===== src/rtl/core/i2csrb_pkg.sv =====
// ----------------------------------------------------------------------------
// i2csrb_pkg
// Shared types and constants of the i2c slave register buffer unit.
// ----------------------------------------------------------------------------
package i2csrb_pkg;

  // bus and local command codes
  localparam logic [1:0] CMD_START    = 2'd0;
  localparam logic [1:0] CMD_OVERFLOW = 2'd1;
  localparam logic [1:0] CMD_TX_WRITE = 2'd2;
  localparam logic [1:0] CMD_RX_READ  = 2'd3;

  // reset value of the slave address register
  localparam logic [6:0] OWN_ADDRESS_RESET = 7'd42;

  // store addresses are carried wide enough for the largest buffer
  localparam int unsigned ADDR_W = 9;
  typedef logic [ADDR_W-1:0] addr_t;

  // write request into one byte store
  typedef struct packed {
    logic       en;
    addr_t      addr;
    logic [7:0] data;
  } store_wr_t;

  // one result item
  typedef struct packed {
    logic [7:0] local_read_data;
    logic       go_idle;
    logic       single_bit;
    logic       drive_sda;
    logic [7:0] load_byte;
  } result_t;

endpackage


===== src/rtl/core/i2c_slave_register_buffer_unit.sv =====
// ----------------------------------------------------------------------------
// i2c_slave_register_buffer_unit
// Byte sequencer of an i2c slave with a register pointer, a receive buffer
// and a transmit buffer, fed with bus events and local buffer commands.
// ----------------------------------------------------------------------------
//  channel   dir  request content
//  s_axis    in   tuser: cmd; tdata: shift_byte, local_index, local_data
//  m_axis    out  tdata: load_byte, drive_sda, single_bit, go_idle,
//                 local_read_data
//  cfg       in   cfg_data_i: own_address
//
//  one request per cycle while m_axis does not stall; a result passes the
//  input register, then the result register
//  the buffer read ports are registered ahead of the request they serve,
//  with same-cycle writes forwarded
//  reset clears phase, pointer, buffer written flags and both channels
//  a stalled m_axis holds the input register; s_axis keeps flowing until it
//  is full
// ----------------------------------------------------------------------------
module i2c_slave_register_buffer_unit #(
  parameter int unsigned BUFFER_DEPTH = 16
) (
  input  logic        clk_i,
  input  logic        rst_ni,
  input  logic        s_axis_tvalid,
  output logic        s_axis_tready,
  input  logic [23:0] s_axis_tdata,   // shift_byte, local_index, local_data, zero fill
  input  logic [1:0]  s_axis_tuser,   // cmd
  output logic        m_axis_tvalid,
  input  logic        m_axis_tready,
  output logic [23:0] m_axis_tdata,   // load_byte, drive_sda, single_bit, go_idle,
                                      // local_read_data, zero fill
  input  logic        cfg_valid_i,
  output logic        cfg_ready_o,
  input  logic [6:0]  cfg_data_i
);

  logic                  in_valid_q, in_valid_d;
  logic [1:0]            cmd_q;
  logic [7:0]            byte_q;
  logic [3:0]            idx_q;
  logic [7:0]            ldata_q;
  logic                  out_valid_q, out_valid_d;
  logic [23:0]           out_data_q;
  logic [6:0]            own_address_q;
  logic                  advance;
  logic                  accept;
  i2csrb_pkg::addr_t     rx_raddr;
  i2csrb_pkg::addr_t     tx_raddr;
  i2csrb_pkg::store_wr_t tx_wr;
  i2csrb_pkg::store_wr_t rx_wr;
  i2csrb_pkg::result_t   result;
  logic [7:0]            tx_rdata;
  logic [7:0]            rx_rdata;

  // handshake
  assign advance       = in_valid_q && (!out_valid_q || m_axis_tready);
  assign s_axis_tready = !in_valid_q || advance;
  assign accept        = s_axis_tvalid && s_axis_tready;
  assign in_valid_d    = accept || (in_valid_q && !advance);
  assign out_valid_d   = advance || (out_valid_q && !m_axis_tready);
  assign cfg_ready_o   = 1'b1;

  // receive buffer follows the index of the request held next cycle
  assign rx_raddr = accept ? i2csrb_pkg::ADDR_W'(s_axis_tdata[11:8])
                           : i2csrb_pkg::ADDR_W'(idx_q);

  // control registers
  always_ff @(posedge clk_i or negedge rst_ni) begin
    if (!rst_ni) begin
      in_valid_q    <= 1'b0;
      out_valid_q   <= 1'b0;
      own_address_q <= i2csrb_pkg::OWN_ADDRESS_RESET;
    end else begin
      in_valid_q  <= in_valid_d;
      out_valid_q <= out_valid_d;
      if (cfg_valid_i) begin
        own_address_q <= cfg_data_i;
      end
    end
  end

  // input and result payload
  always_ff @(posedge clk_i) begin
    if (accept) begin
      cmd_q   <= s_axis_tuser;
      byte_q  <= s_axis_tdata[7:0];
      idx_q   <= s_axis_tdata[11:8];
      ldata_q <= s_axis_tdata[19:12];
    end
    if (advance) begin
      out_data_q <= {5'd0, result.local_read_data, result.go_idle, result.single_bit,
                     result.drive_sda, result.load_byte};
    end
  end

  assign m_axis_tvalid = out_valid_q;
  assign m_axis_tdata  = out_data_q;

  i2csrb_seq #(
    .BUFFER_DEPTH(BUFFER_DEPTH)
  ) u_seq (
    .clk_i        (clk_i),
    .rst_ni       (rst_ni),
    .fire_i       (advance),
    .cmd_i        (cmd_q),
    .shift_byte_i (byte_q),
    .local_index_i(idx_q),
    .local_data_i (ldata_q),
    .own_address_i(own_address_q),
    .tx_rdata_i   (tx_rdata),
    .rx_rdata_i   (rx_rdata),
    .tx_raddr_o   (tx_raddr),
    .tx_wr_o      (tx_wr),
    .rx_wr_o      (rx_wr),
    .result_o     (result)
  );

  i2csrb_store #(
    .BUFFER_DEPTH(BUFFER_DEPTH)
  ) u_tx_store (
    .clk_i  (clk_i),
    .rst_ni (rst_ni),
    .wr_i   (tx_wr),
    .raddr_i(tx_raddr),
    .rdata_o(tx_rdata)
  );

  i2csrb_store #(
    .BUFFER_DEPTH(BUFFER_DEPTH)
  ) u_rx_store (
    .clk_i  (clk_i),
    .rst_ni (rst_ni),
    .wr_i   (rx_wr),
    .raddr_i(rx_raddr),
    .rdata_o(rx_rdata)
  );

endmodule


===== src/rtl/core/i2csrb_store.sv =====
// ----------------------------------------------------------------------------
// i2csrb_store
// Byte store with one write port and one registered read port; entries read
// as zero until written, and a write in the read cycle is forwarded.
// ----------------------------------------------------------------------------
module i2csrb_store #(
  parameter int unsigned BUFFER_DEPTH = 16
) (
  input  logic                clk_i,
  input  logic                rst_ni,
  input  i2csrb_pkg::store_wr_t wr_i,
  input  i2csrb_pkg::addr_t   raddr_i,
  output logic [7:0]          rdata_o
);

  localparam int unsigned AW = $clog2(BUFFER_DEPTH);

  logic [7:0]              mem [BUFFER_DEPTH];
  logic [BUFFER_DEPTH-1:0] written_q;
  logic [7:0]              mem_rd_q;
  logic                    hit_q;
  logic [7:0]              fwd_q;
  logic                    ok_q;
  logic                    rd_in_range;
  logic [AW-1:0]           rd_idx;
  logic [AW-1:0]           wr_idx;

  assign rd_in_range = raddr_i < i2csrb_pkg::ADDR_W'(BUFFER_DEPTH);
  assign rd_idx      = raddr_i[AW-1:0];
  assign wr_idx      = wr_i.addr[AW-1:0];

  // storage array and raw read
  always_ff @(posedge clk_i) begin
    if (wr_i.en) begin
      mem[wr_idx] <= wr_i.data;
    end
    mem_rd_q <= mem[rd_idx];
    fwd_q    <= wr_i.data;
  end

  // written flags and read qualifiers
  always_ff @(posedge clk_i or negedge rst_ni) begin
    if (!rst_ni) begin
      written_q <= '0;
      hit_q     <= 1'b0;
      ok_q      <= 1'b0;
    end else begin
      if (wr_i.en) begin
        written_q[wr_idx] <= 1'b1;
      end
      hit_q <= wr_i.en && (wr_i.addr == raddr_i);
      ok_q  <= rd_in_range && written_q[rd_idx];
    end
  end

  // forwarded write wins, unwritten entries read as zero
  assign rdata_o = hit_q ? fwd_q : (ok_q ? mem_rd_q : 8'd0);

endmodule


===== src/rtl/core/i2csrb_seq.sv =====
// ----------------------------------------------------------------------------
// i2csrb_seq
// Byte-level bus sequencer: phase, pointer and the result of one item.
// ----------------------------------------------------------------------------
module i2csrb_seq #(
  parameter int unsigned BUFFER_DEPTH = 16
) (
  input  logic                  clk_i,
  input  logic                  rst_ni,
  input  logic                  fire_i,
  input  logic [1:0]            cmd_i,
  input  logic [7:0]            shift_byte_i,
  input  logic [3:0]            local_index_i,
  input  logic [7:0]            local_data_i,
  input  logic [6:0]            own_address_i,
  input  logic [7:0]            tx_rdata_i,
  input  logic [7:0]            rx_rdata_i,
  output i2csrb_pkg::addr_t     tx_raddr_o,
  output i2csrb_pkg::store_wr_t tx_wr_o,
  output i2csrb_pkg::store_wr_t rx_wr_o,
  output i2csrb_pkg::result_t   result_o
);

  localparam int unsigned AW = $clog2(BUFFER_DEPTH);

  // phase codes
  localparam logic [2:0] PH_ADDRESS     = 3'd0;
  localparam logic [2:0] PH_SEND        = 3'd1;
  localparam logic [2:0] PH_ASK_REPLY   = 3'd2;
  localparam logic [2:0] PH_CHECK_REPLY = 3'd3;
  localparam logic [2:0] PH_ASK_DATA    = 3'd4;
  localparam logic [2:0] PH_TAKE_DATA   = 3'd5;

  logic [2:0]    phase_q, phase_d;
  logic          active_q, active_d;
  logic [AW-1:0] ptr_q, ptr_d;
  logic          pvalid_q, pvalid_d;
  logic [2:0]    ph;
  logic [AW:0]   ptr_inc;
  logic [AW-1:0] ptr_next;
  logic [AW-1:0] send_ptr;
  logic [AW-1:0] pos;
  logic          idx_ok;
  logic          addr_match;

  // pointer helpers
  assign ptr_inc    = {1'b0, ptr_q} + (AW+1)'(1);
  assign ptr_next   = (ptr_inc == (AW+1)'(BUFFER_DEPTH)) ? '0 : ptr_inc[AW-1:0];
  assign send_ptr   = pvalid_q ? ptr_q : '0;
  assign pos        = ({1'b0, shift_byte_i} < 9'(BUFFER_DEPTH)) ? shift_byte_i[AW-1:0] : '0;
  assign idx_ok     = {5'd0, local_index_i} < 9'(BUFFER_DEPTH);
  assign addr_match = (shift_byte_i == 8'd0) || (shift_byte_i[7:1] == own_address_i);

  // next state and result
  always_comb begin
    phase_d  = phase_q;
    active_d = active_q;
    ptr_d    = ptr_q;
    pvalid_d = pvalid_q;
    ph       = phase_q;
    result_o = '0;
    tx_wr_o  = '0;
    rx_wr_o  = '0;
    if (fire_i) begin
      unique case (cmd_i)
        i2csrb_pkg::CMD_START: begin
          phase_d  = PH_ADDRESS;
          active_d = 1'b1;
        end
        i2csrb_pkg::CMD_TX_WRITE: begin
          tx_wr_o.en   = idx_ok;
          tx_wr_o.addr = i2csrb_pkg::ADDR_W'(local_index_i);
          tx_wr_o.data = local_data_i;
        end
        i2csrb_pkg::CMD_RX_READ: begin
          result_o.local_read_data = rx_rdata_i;
        end
        default: begin
          if (!active_q) begin
            result_o.go_idle = 1'b1;
          end else if (phase_q == PH_CHECK_REPLY && shift_byte_i != 8'd0) begin
            // master nack ends the transmit
            active_d         = 1'b0;
            result_o.go_idle = 1'b1;
          end else begin
            if (phase_q == PH_CHECK_REPLY) begin
              ph = PH_SEND;
            end
            unique case (ph)
              PH_ADDRESS: begin
                if (addr_match) begin
                  if (shift_byte_i[0]) begin
                    phase_d = PH_SEND;
                  end else begin
                    phase_d  = PH_ASK_DATA;
                    pvalid_d = 1'b0;
                  end
                  result_o.drive_sda  = 1'b1;
                  result_o.single_bit = 1'b1;
                end else begin
                  active_d         = 1'b0;
                  result_o.go_idle = 1'b1;
                end
              end
              PH_SEND: begin
                // store read data already follows send_ptr
                pvalid_d           = 1'b1;
                ptr_d              = (send_ptr == ptr_q && pvalid_q) ? ptr_next :
                                     ((AW'(1) == AW'(BUFFER_DEPTH)) ? '0 : AW'(1));
                phase_d            = PH_ASK_REPLY;
                result_o.load_byte = tx_rdata_i;
                result_o.drive_sda = 1'b1;
              end
              PH_ASK_REPLY: begin
                phase_d             = PH_CHECK_REPLY;
                result_o.single_bit = 1'b1;
              end
              PH_ASK_DATA: begin
                phase_d = PH_TAKE_DATA;
              end
              PH_TAKE_DATA: begin
                if (!pvalid_q) begin
                  ptr_d    = pos;
                  pvalid_d = 1'b1;
                end else begin
                  rx_wr_o.en   = 1'b1;
                  rx_wr_o.addr = i2csrb_pkg::ADDR_W'(ptr_q);
                  rx_wr_o.data = shift_byte_i;
                  ptr_d        = ptr_next;
                end
                phase_d             = PH_ASK_DATA;
                result_o.drive_sda  = 1'b1;
                result_o.single_bit = 1'b1;
              end
              default: begin
                active_d         = 1'b0;
                phase_d          = PH_ADDRESS;
                result_o.go_idle = 1'b1;
              end
            endcase
          end
        end
      endcase
    end
  end

  // address of the next send, read ahead through the registered store port
  assign tx_raddr_o = pvalid_d ? i2csrb_pkg::ADDR_W'(ptr_d) : '0;

  // sequencer state
  always_ff @(posedge clk_i or negedge rst_ni) begin
    if (!rst_ni) begin
      phase_q  <= PH_ADDRESS;
      active_q <= 1'b0;
      ptr_q    <= '0;
      pvalid_q <= 1'b0;
    end else begin
      phase_q  <= phase_d;
      active_q <= active_d;
      ptr_q    <= ptr_d;
      pvalid_q <= pvalid_d;
    end
  end

endmodule

===== config.mk =====
export PLATFORM = sky130hd
export DESIGN_NAME = i2c_slave_register_buffer_unit
export DESIGN_NICKNAME = d
export VERILOG_FILES = /design/src/rtl/core/i2csrb_pkg.sv /design/src/rtl/core/i2c_slave_register_buffer_unit.sv /design/src/rtl/core/i2csrb_store.sv /design/src/rtl/core/i2csrb_seq.sv
export SDC_FILE = /design/constraint.sdc
export NUM_CORES = 1
export LEC_CHECK = 0
export BUFFER_PORTS_ARGS = -buffer_cell sky130_fd_sc_hd__clkbuf_2
export CAP_MARGIN = 5
export CORE_UTILIZATION = 28
export CTS_CLUSTER_SIZE = 8
export DETAILED_ROUTE_END_ITERATION = 6
export PLACE_DENSITY = 0.5
export SLEW_MARGIN = 40
export SYNTH_ARGS = -nofsm -noshare
export SYNTH_HDL_FRONTEND = slang
export SYNTH_SLANG_ARGS = --single-unit

===== constraint.sdc =====
create_clock -name clk_i -period 8.5 [get_ports clk_i]
set_clock_uncertainty 0.2 [all_clocks]
set_input_delay 0.85 -clock clk_i [delete_from_list [all_inputs] [get_ports clk_i]]
set_output_delay 0.85 -clock clk_i [all_outputs]
set_load 0.005 [all_outputs]

==> impl_metrics.tcl, run 1 <==
set metrics [dict create \
    layoutNonFillerInstCount 1744 \
    ys_top_cells_by_area "sky130_fd_sc_hd__edfxtp_1 (59%), sky130_fd_sc_hd__dfrtp_1 (8.4%), sky130_fd_sc_hd__mux4_2 (5.3%), sky130_fd_sc_hd__dfxtp_1 (4.2%), sky130_fd_sc_hd__mux2i_1 (2.0%)" \
    max_clock_freq_ghz 0.230 \
    max_cap_viol_count 0 \
    cts_root_buf "sky130_fd_sc_hd__clkbuf_16" \
    criticalPathCategory "register to register" \
    die_h_um 235 \
    n_fill_cell 5111 \
    synth_xor_xnor_area_share 0.00751 \
    first_pass_iters 5 \
    worst_pin_slew_ns 0.843 \
    yosys.area.top_type_share 0.588 \
    cts_max_path_buffers 3 \
    synthAdderAreaFrac 0.000825 \
    place_congestion 0.779 \
    grt_max_degree 55 \
    synth-edff-count 297 \
    antenna_violations_before_repair 0 \
    first_global_vias 8798 \
    io_buffer_count 54 \
    globalRouteOverflowTotal 0 \
    yosys.cell_types.count 67 \
    crit_path_start_kind "register" \
    muxShareOfSynthArea 0.0951 \
    hpwlAfterDp_um 23400 \
    grt_util_all_layers 0.136 \
    io-pin-count 65 \
    clock_buffers_created_by_tritoncts 54 \
    drive_gt1_frac 0.254 \
    critical_path_arrival_ns 4.58 \
    drc 0 \
    global_route_wire_length_before_repair_um 56400 \
    rsz0062_at_grt "false" \
    via_count 8367 \
    diodes 0 \
    maximum_fanout_encountered_on_the_critical_timing_path 29 \
    detail_route.iter0.violations 645 \
    synth_top_family_by_area "multiplexers" \
    core_region_area_sq_mm 0.0531 \
    post-cts-setup-buffers 0 \
    period_minus_slack_ns 4.35 \
    post_cts_resize_count 0 \
    cts_sinks 383 \
    routedWlPerCell_um 21.2 \
    cts_max_level 2 \
    die-area_sq_mm 0.0551 \
    finalCritPeriodShare 0.512 \
    critPathCaptureType "register" \
    placedCellCount 1643 \
    max-vdd-ir-drop_v 0.000136 \
    tns_ns 0 \
    synth_top_flop_cell "sky130_fd_sc_hd__edfxtp_1" \
    syn-mean-instance-area_sq_um 16.1 \
    worst_slew_margin_rel 0.436 \
    growth_of_design_area_from_synthesis_to_finish_pct 18.4 \
    synthesis.yosys.warnings 0 \
    antenna_left 0 \
    floorplan.initialDensity 0.286 \
    cts_tree "built" \
    total_wirelength_um 36900 \
    maxSlewViolCount 0 \
    synth_compound_area_frac 0.0721 \
    synth_seq_area_share 0.720 \
    setup_viol 0 \
    final_net_count 1050 \
    std_cell_rows 84 \
    post_syn_instances 943 \
    synth_common_cells "sky130_fd_sc_hd__edfxtp_1 (297), sky130_fd_sc_hd__nor2_1 (60), sky130_fd_sc_hd__dfrtp_1 (51)" \
    synthesized_area_fraction_occupied_by_and_or_nand_nor_cells 0.0824 \
    clk_pin_slew_ns 0.05 \
    power.static_leakage_nw 6.24 \
    final_hold_viol_count 0 \
    yosys.cell_count.top_type "sky130_fd_sc_hd__edfxtp_1" \
    power.density_mw_per_mm2 273 \
    synthArstFlopShare 0.141 \
    outcome "completed" \
    synth_seq_cells 383 \
    worst-endpoint-required_ns 8.73 \
    post-synth-top-area-cell "sky130_fd_sc_hd__edfxtp_1" \
    synth.cell_area_sq_mm 0.0152 \
    vias_per_cell 4.80 \
    clk_latency_worst_skew_pair_ns 0.59 \
    die_w_um 235 \
    hp-class "input pin to async pin" \
    cts_hold_repair.buffers 0 \
]
## metrics by stage
stage          power (mW)  utilization  setup slack, ns  instance area [sq um]  hold WS, ns
5_1_grt              5.11        0.338             3.79                  18000        0.150
3_5_place_dp         2.90        0.307             4.05                  16300        0.250
6_report             4.90        0.338             4.15                  18000        0.112
2_1_floorplan        2.66            -             5.04                  15200        0.230
3_3_place_gp         2.89        0.305             3.68                  16200        0.244
4_1_cts              4.96        0.338             4.02                  17900        0.203
## kinds of logic (layout without fill, tap and decap cells)
| group | Yosys count | in the layout |
|---|---|---|
| DFF | 383 | 383 |
| xor gates and xnor gates | 13 | 13 |
| and+or+nand+nor | 233 | 233 |
| adders and majority gates | 1 | 1 |
| AOI/OAI and AO/OA | 145 | 145 |
| other | 2 | 6 |
| buffers and inverters | 71 | 180 |
| muxes | 95 | 95 |
## metal layers
metal,wire length [um],global-route usage,vias to the layer above,part of all wire
li1,-,-,3812,-
met1,16500,0.181,4279,0.45
met2,17700,0.220,212,0.48
met3,1740,0.0256,64,0.047
met4,999,0.0494,0,0.027
met5,0,0,-,0
## final timing paths
| kind | from | to | slack (ns) | cells after the start |
|---|---|---|---|---|
| worst min-delay path | rst_ni | u_tx_store.written_q[4] | 0.11 | 2 |
| worst max register to register | byte_q[7] | u_tx_store.ok_q | 4.15 | 8 |
| worst min register to register | u_rx_store.written_q[8] | u_rx_store.written_q[8] | 0.26 | 1 |
| max in group asynchronous | rst_ni | own_address_q[2] | 7.54 | 2 |
| min in group clk_i | s_axis_tdata[7] | byte_q[7] | 0.24 | 1 |
| worst max-delay path | byte_q[7] | u_tx_store.ok_q | 4.15 | 8 |
## state kept, by name (all words and copies together) (netlist names), 16 cells and up
signal	count
u_rx_store.written_q	16
u_tx_store.written_q	16
u_tx_store.mem	128
u_rx_store.mem	128
m_axis_tdata	19
## cell usage in the layout, fill, tap and decap left out, types with 7 or more instances in the layout
cell type and n:
sky130_fd_sc_hd__edfxtp_1 297, sky130_fd_sc_hd__clkbuf_16 55, sky130_fd_sc_hd__clkbuf_2 53, sky130_fd_sc_hd__dfrtp_1 51, sky130_fd_sc_hd__clkbuf_1 42, sky130_fd_sc_hd__nor2_1 37, sky130_fd_sc_hd__mux4_2 36, sky130_fd_sc_hd__or2_2 33
sky130_fd_sc_hd__dfxtp_1 32, sky130_fd_sc_hd__a211oi_1 30, sky130_fd_sc_hd__mux2i_1 28, sky130_fd_sc_hd__nand3_1 26, sky130_fd_sc_hd__o21ai_0 26, sky130_fd_sc_hd__and2_1 24, sky130_fd_sc_hd__nor2_2 23, sky130_fd_sc_hd__nand2_1 19
sky130_fd_sc_hd__a32o_1 19, sky130_fd_sc_hd__a21oi_1 17, sky130_fd_sc_hd__mux2_2 17, sky130_fd_sc_hd__a22oi_1 14, sky130_fd_sc_hd__a2111oi_0 13, sky130_fd_sc_hd__xnor2_1 12, sky130_fd_sc_hd__nor4_1 11, sky130_fd_sc_hd__and3_1 10
sky130_fd_sc_hd__buf_4 10, sky130_fd_sc_hd__mux2_1 9, sky130_fd_sc_hd__inv_1 8, sky130_fd_sc_hd__nand2b_1 7, sky130_fd_sc_hd__nor3_1 7
## critical path, stage by stage (launching register included)
cell and delay [ns]:
sky130_fd_sc_hd__edfxtp_1 0.44, sky130_fd_sc_hd__or4_1 0.76, sky130_fd_sc_hd__o31a_4 0.45, sky130_fd_sc_hd__o21ai_0 0.23
sky130_fd_sc_hd__o21ai_2 0.25, sky130_fd_sc_hd__inv_2 0.49, sky130_fd_sc_hd__nand3_1 0.48, sky130_fd_sc_hd__a2111oi_0 0.72
sky130_fd_sc_hd__nor4_1 0.15
## area by class of cell
type / instances / area, sq um / area share
flip-flops and latches: 383 / 10900 / 0.608
multi-input cells: 493 / 4140 / 0.231
clock buffers: 97 / 1530 / 0.0854
well taps: 688 / 861 / 0.0479
repair buffers: 66 / 368 / 0.0205
clock inverters: 4 / 95.1 / 0.00529
inverters: 13 / 48.8 / 0.00272
## power by group
part           internal (mW)  total [mW]  switching, mW  leakage (nW)
Combinational          0.245       0.681          0.436          1.71
Sequential              2.09        2.18         0.0873          3.76
Clock                   1.24        2.04          0.794         0.768
Total                   3.58        4.90           1.32          6.24
(Power assumes the default switching activity.)
==> run 2: changes to the inputs <==
- clock period: 8.5 -> 4.4 ns (I/O delays scaled with it)
==> run 2 against run 1 <==
Effect of this change: total power is 91% higher; via count rose by 3.8%; sequential power rose by 93%; register-to-register slack lost 3.7 ns; cell area up 2.6%; worst setup slack lost 3.7 ns; flip-flop and latch count did not move; clock-buffer cell count down 2; die area unchanged; hold slack worse by 0.050 ns; non-clock buffer count is 79 higher; clock power is 85% higher; largest cell class unchanged.
==> impl_metrics.tcl, run 2 (synthesis results as in run 1) <==
set metrics [dict create \
    outcome "completed" \
    maxSlewViolCount 0 \
    global_route_wire_length_before_repair_um 57200 \
    critical-path-top-delay-family "simple AND/OR/NAND/NOR gates" \
    cts_sinks 383 \
    die-area_sq_mm 0.0551 \
    first_global_vias 9102 \
    antenna_left 0 \
    routedWlPerCell_um 20.8 \
    placedCellCount 1689 \
    std_cell_rows 84 \
    p_clk_frac 0.405 \
    worst-endpoint-required_ns 4.64 \
    cp.depth 9 \
    n_fill_cell 5089 \
    floorplan.initialDensity 0.286 \
    place_congestion 0.773 \
    post-cts-setup-buffers 0 \
    power.density_mw_per_mm2 507 \
    total_wirelength_um 37900 \
    antenna_violations_before_repair 1 \
    worst_r2r_endpoint "u_tx_store.mem_rd_q[3]" \
    io-pin-count 65 \
    post-layout-total-power_mw 9.34 \
    max_clock_freq_ghz 0.253 \
    drc 0 \
    cts_max_path_buffers 3 \
    final_hold_viol_count 0 \
    cp.buffers_inverters 2 \
    critical_path_arrival_ns 4.19 \
    intPower_mw 6.85 \
    mostFrequentLayoutCell "sky130_fd_sc_hd__edfxtp_1" \
    crit_path_start "byte_q[7]" \
    switching_share 0.266 \
    die_h_um 235 \
    power.combinational.fraction 0.146 \
    vias_per_cell 4.78 \
    globalRouteOverflowTotal 0 \
    max_cap_viol_count 0 \
    tns_ns 0 \
    critical_path_s_most_frequent_cell "sky130_fd_sc_hd__buf_4" \
    diodes 0 \
    criticalPathCategory "register to register" \
    cts_max_level 2 \
    clk_latency_worst_skew_pair_ns 0.59 \
    critPathCaptureType "register" \
    finalCritPeriodShare 0.898 \
    period_minus_slack_ns 3.95 \
    clk_pin_slew_ns 0.05 \
    worst-r2r-cell-count 9 \
    maximum_fanout_encountered_on_the_critical_timing_path 14 \
    growth_of_design_area_from_synthesis_to_finish_pct 21.5 \
    hpwlAfterDp_um 23900 \
    drive_gt1_frac 0.248 \
    grt_max_degree 38 \
    max-vdd-ir-drop_v 0.000270 \
    critical-path-max-stage-delay_ns 0.76 \
    layoutNonFillerInstCount 1819 \
    layout_common_cells "sky130_fd_sc_hd__edfxtp_1 (297), sky130_fd_sc_hd__buf_4 (56), sky130_fd_sc_hd__nor2_1 (54), sky130_fd_sc_hd__clkbuf_16 (54), sky130_fd_sc_hd__clkbuf_2 (53)" \
    crit_path_start_kind "register" \
    worstPathCellList "or4_1 > o31a_4 > or3_1 > buf_4 > nand3_1 > a211oi_1 > a2111oi_1 > buf_4 > nor4_1" \
    p_seq_frac 0.450 \
    power.static_leakage_nw 6.57 \
    hp-class "input pin to register" \
    first_pass_iters 5 \
    die_w_um 235 \
    rr_startpoint "byte_q[7]" \
    core_region_area_sq_mm 0.0531 \
    crit_path_end "u_tx_store.mem_rd_q[3]" \
    worst_slew_margin_rel 0.451 \
    cts_root_buf "sky130_fd_sc_hd__clkbuf_16" \
    grt_util_all_layers 0.138 \
    via_count 8689 \
    netSwitchingPower_mw 2.49 \
    worst-r2r-setup-slack_ns 0.45 \
    worst_pin_slew_ns 0.820 \
    worst_path_max_delay_cell "sky130_fd_sc_hd__or4_1" \
    clock_buffers_created_by_tritoncts 53 \
    detail_route.iter0.violations 484 \
    io_buffer_count 54 \
    cts_tree "built" \
    setup_viol 0 \
    rsz0062_at_grt "false" \
    final_net_count 1128 \
]
-- run 2: cell types whose count changed in the layout (fill, tap and decap cells not counted), sizes merged --
cell,previous run,this run
buf,13,59
clkbuf,150,148
bufinv,1,0
inv,13,14
dlygate4sd3,0,33
clkinv,3,1
-- run 2: layer usage --
metal / track usage / routed length, um / up-vias
met5: 0 / 0 / -
met4: 0.0548 / 1150 / 0
met3: 0.0285 / 1610 / 64
met2: 0.229 / 18300 / 197
met1: 0.177 / 16800 / 4462
li1: - / - / 3966
-- run 2: layout make-up --
cell class | count | area [sq um] | share of cell area
tap | 688 | 861 | 0.0467
sequential | 383 | 10900 | 0.592
multi-input combinational | 493 | 4010 | 0.217
clock inverter | 2 | 36.3 | 0.00197
clock buffer | 95 | 1510 | 0.0817
timing repair buffer | 145 | 1060 | 0.0576
inverter | 13 | 48.8 | 0.00265
-- run 2: stage by stage --
| stage | utilization | hold slack [ns] | setup slack [ns] | instance area, sq um |
|---|---|---|---|---|
| floorplan | - | -0.0556 | 1.26 | 15200 |
| global placement | 0.312 | 0.245 | 0.405 | 16500 |
| detailed placement | 0.312 | 0.247 | 0.330 | 16600 |
| CTS | 0.347 | 0.0201 | 0.319 | 18400 |
| global route | 0.347 | 0.0465 | 0.302 | 18400 |
| finish | 0.347 | 0.0624 | 0.449 | 18400 |
-- run 2: worst min path at each step --
stage                            startpoint  cells past startpoint                       to  slack (ns)
finish                          cfg_valid_i                      2         own_address_q[0]        0.06
global route                    cfg_valid_i                      2         own_address_q[5]        0.05
CTS                             cfg_valid_i                      2         own_address_q[0]        0.02
detailed placement  u_tx_store.written_q[2]                      1  u_tx_store.written_q[2]        0.25
global placement    u_rx_store.written_q[1]                      1  u_rx_store.written_q[1]        0.24
floorplan                            rst_ni                      0               in_valid_q       -0.06
-- run 2: worst reg2reg max path: stages (launching register included) --
cell                        delay, ns
sky130_fd_sc_hd__edfxtp_1        0.44
sky130_fd_sc_hd__or4_1           0.76
sky130_fd_sc_hd__o31a_4          0.46
sky130_fd_sc_hd__or3_1           0.70
sky130_fd_sc_hd__buf_4           0.29
sky130_fd_sc_hd__nand3_1         0.07
sky130_fd_sc_hd__a211oi_1        0.08
sky130_fd_sc_hd__a2111oi_1       0.55
sky130_fd_sc_hd__buf_4           0.22
sky130_fd_sc_hd__nor4_1          0.04
-- run 2: what timing repair did --
| action | in CTS | in global routing |
|---|---|---|
| gates resized for setup | 0 | 0 |
| hold buffers | 33 | 0 |
| hold endpoints to repair | 54 | 0 |
-- run 2: power groups by stage --
| stage | logic [mW] | clock network [mW] | registers (mW) |
|---|---|---|---|
| 2_1_floorplan | 0.981 | 0 | 4.17 |
| 3_3_place_gp | 1.34 | 0 | 4.26 |
| 3_5_place_dp | 1.35 | 0 | 4.26 |
| 4_1_cts | 1.38 | 3.87 | 4.20 |
| 5_1_grt | 1.50 | 4.03 | 4.22 |
| 6_report | 1.36 | 3.78 | 4.20 |
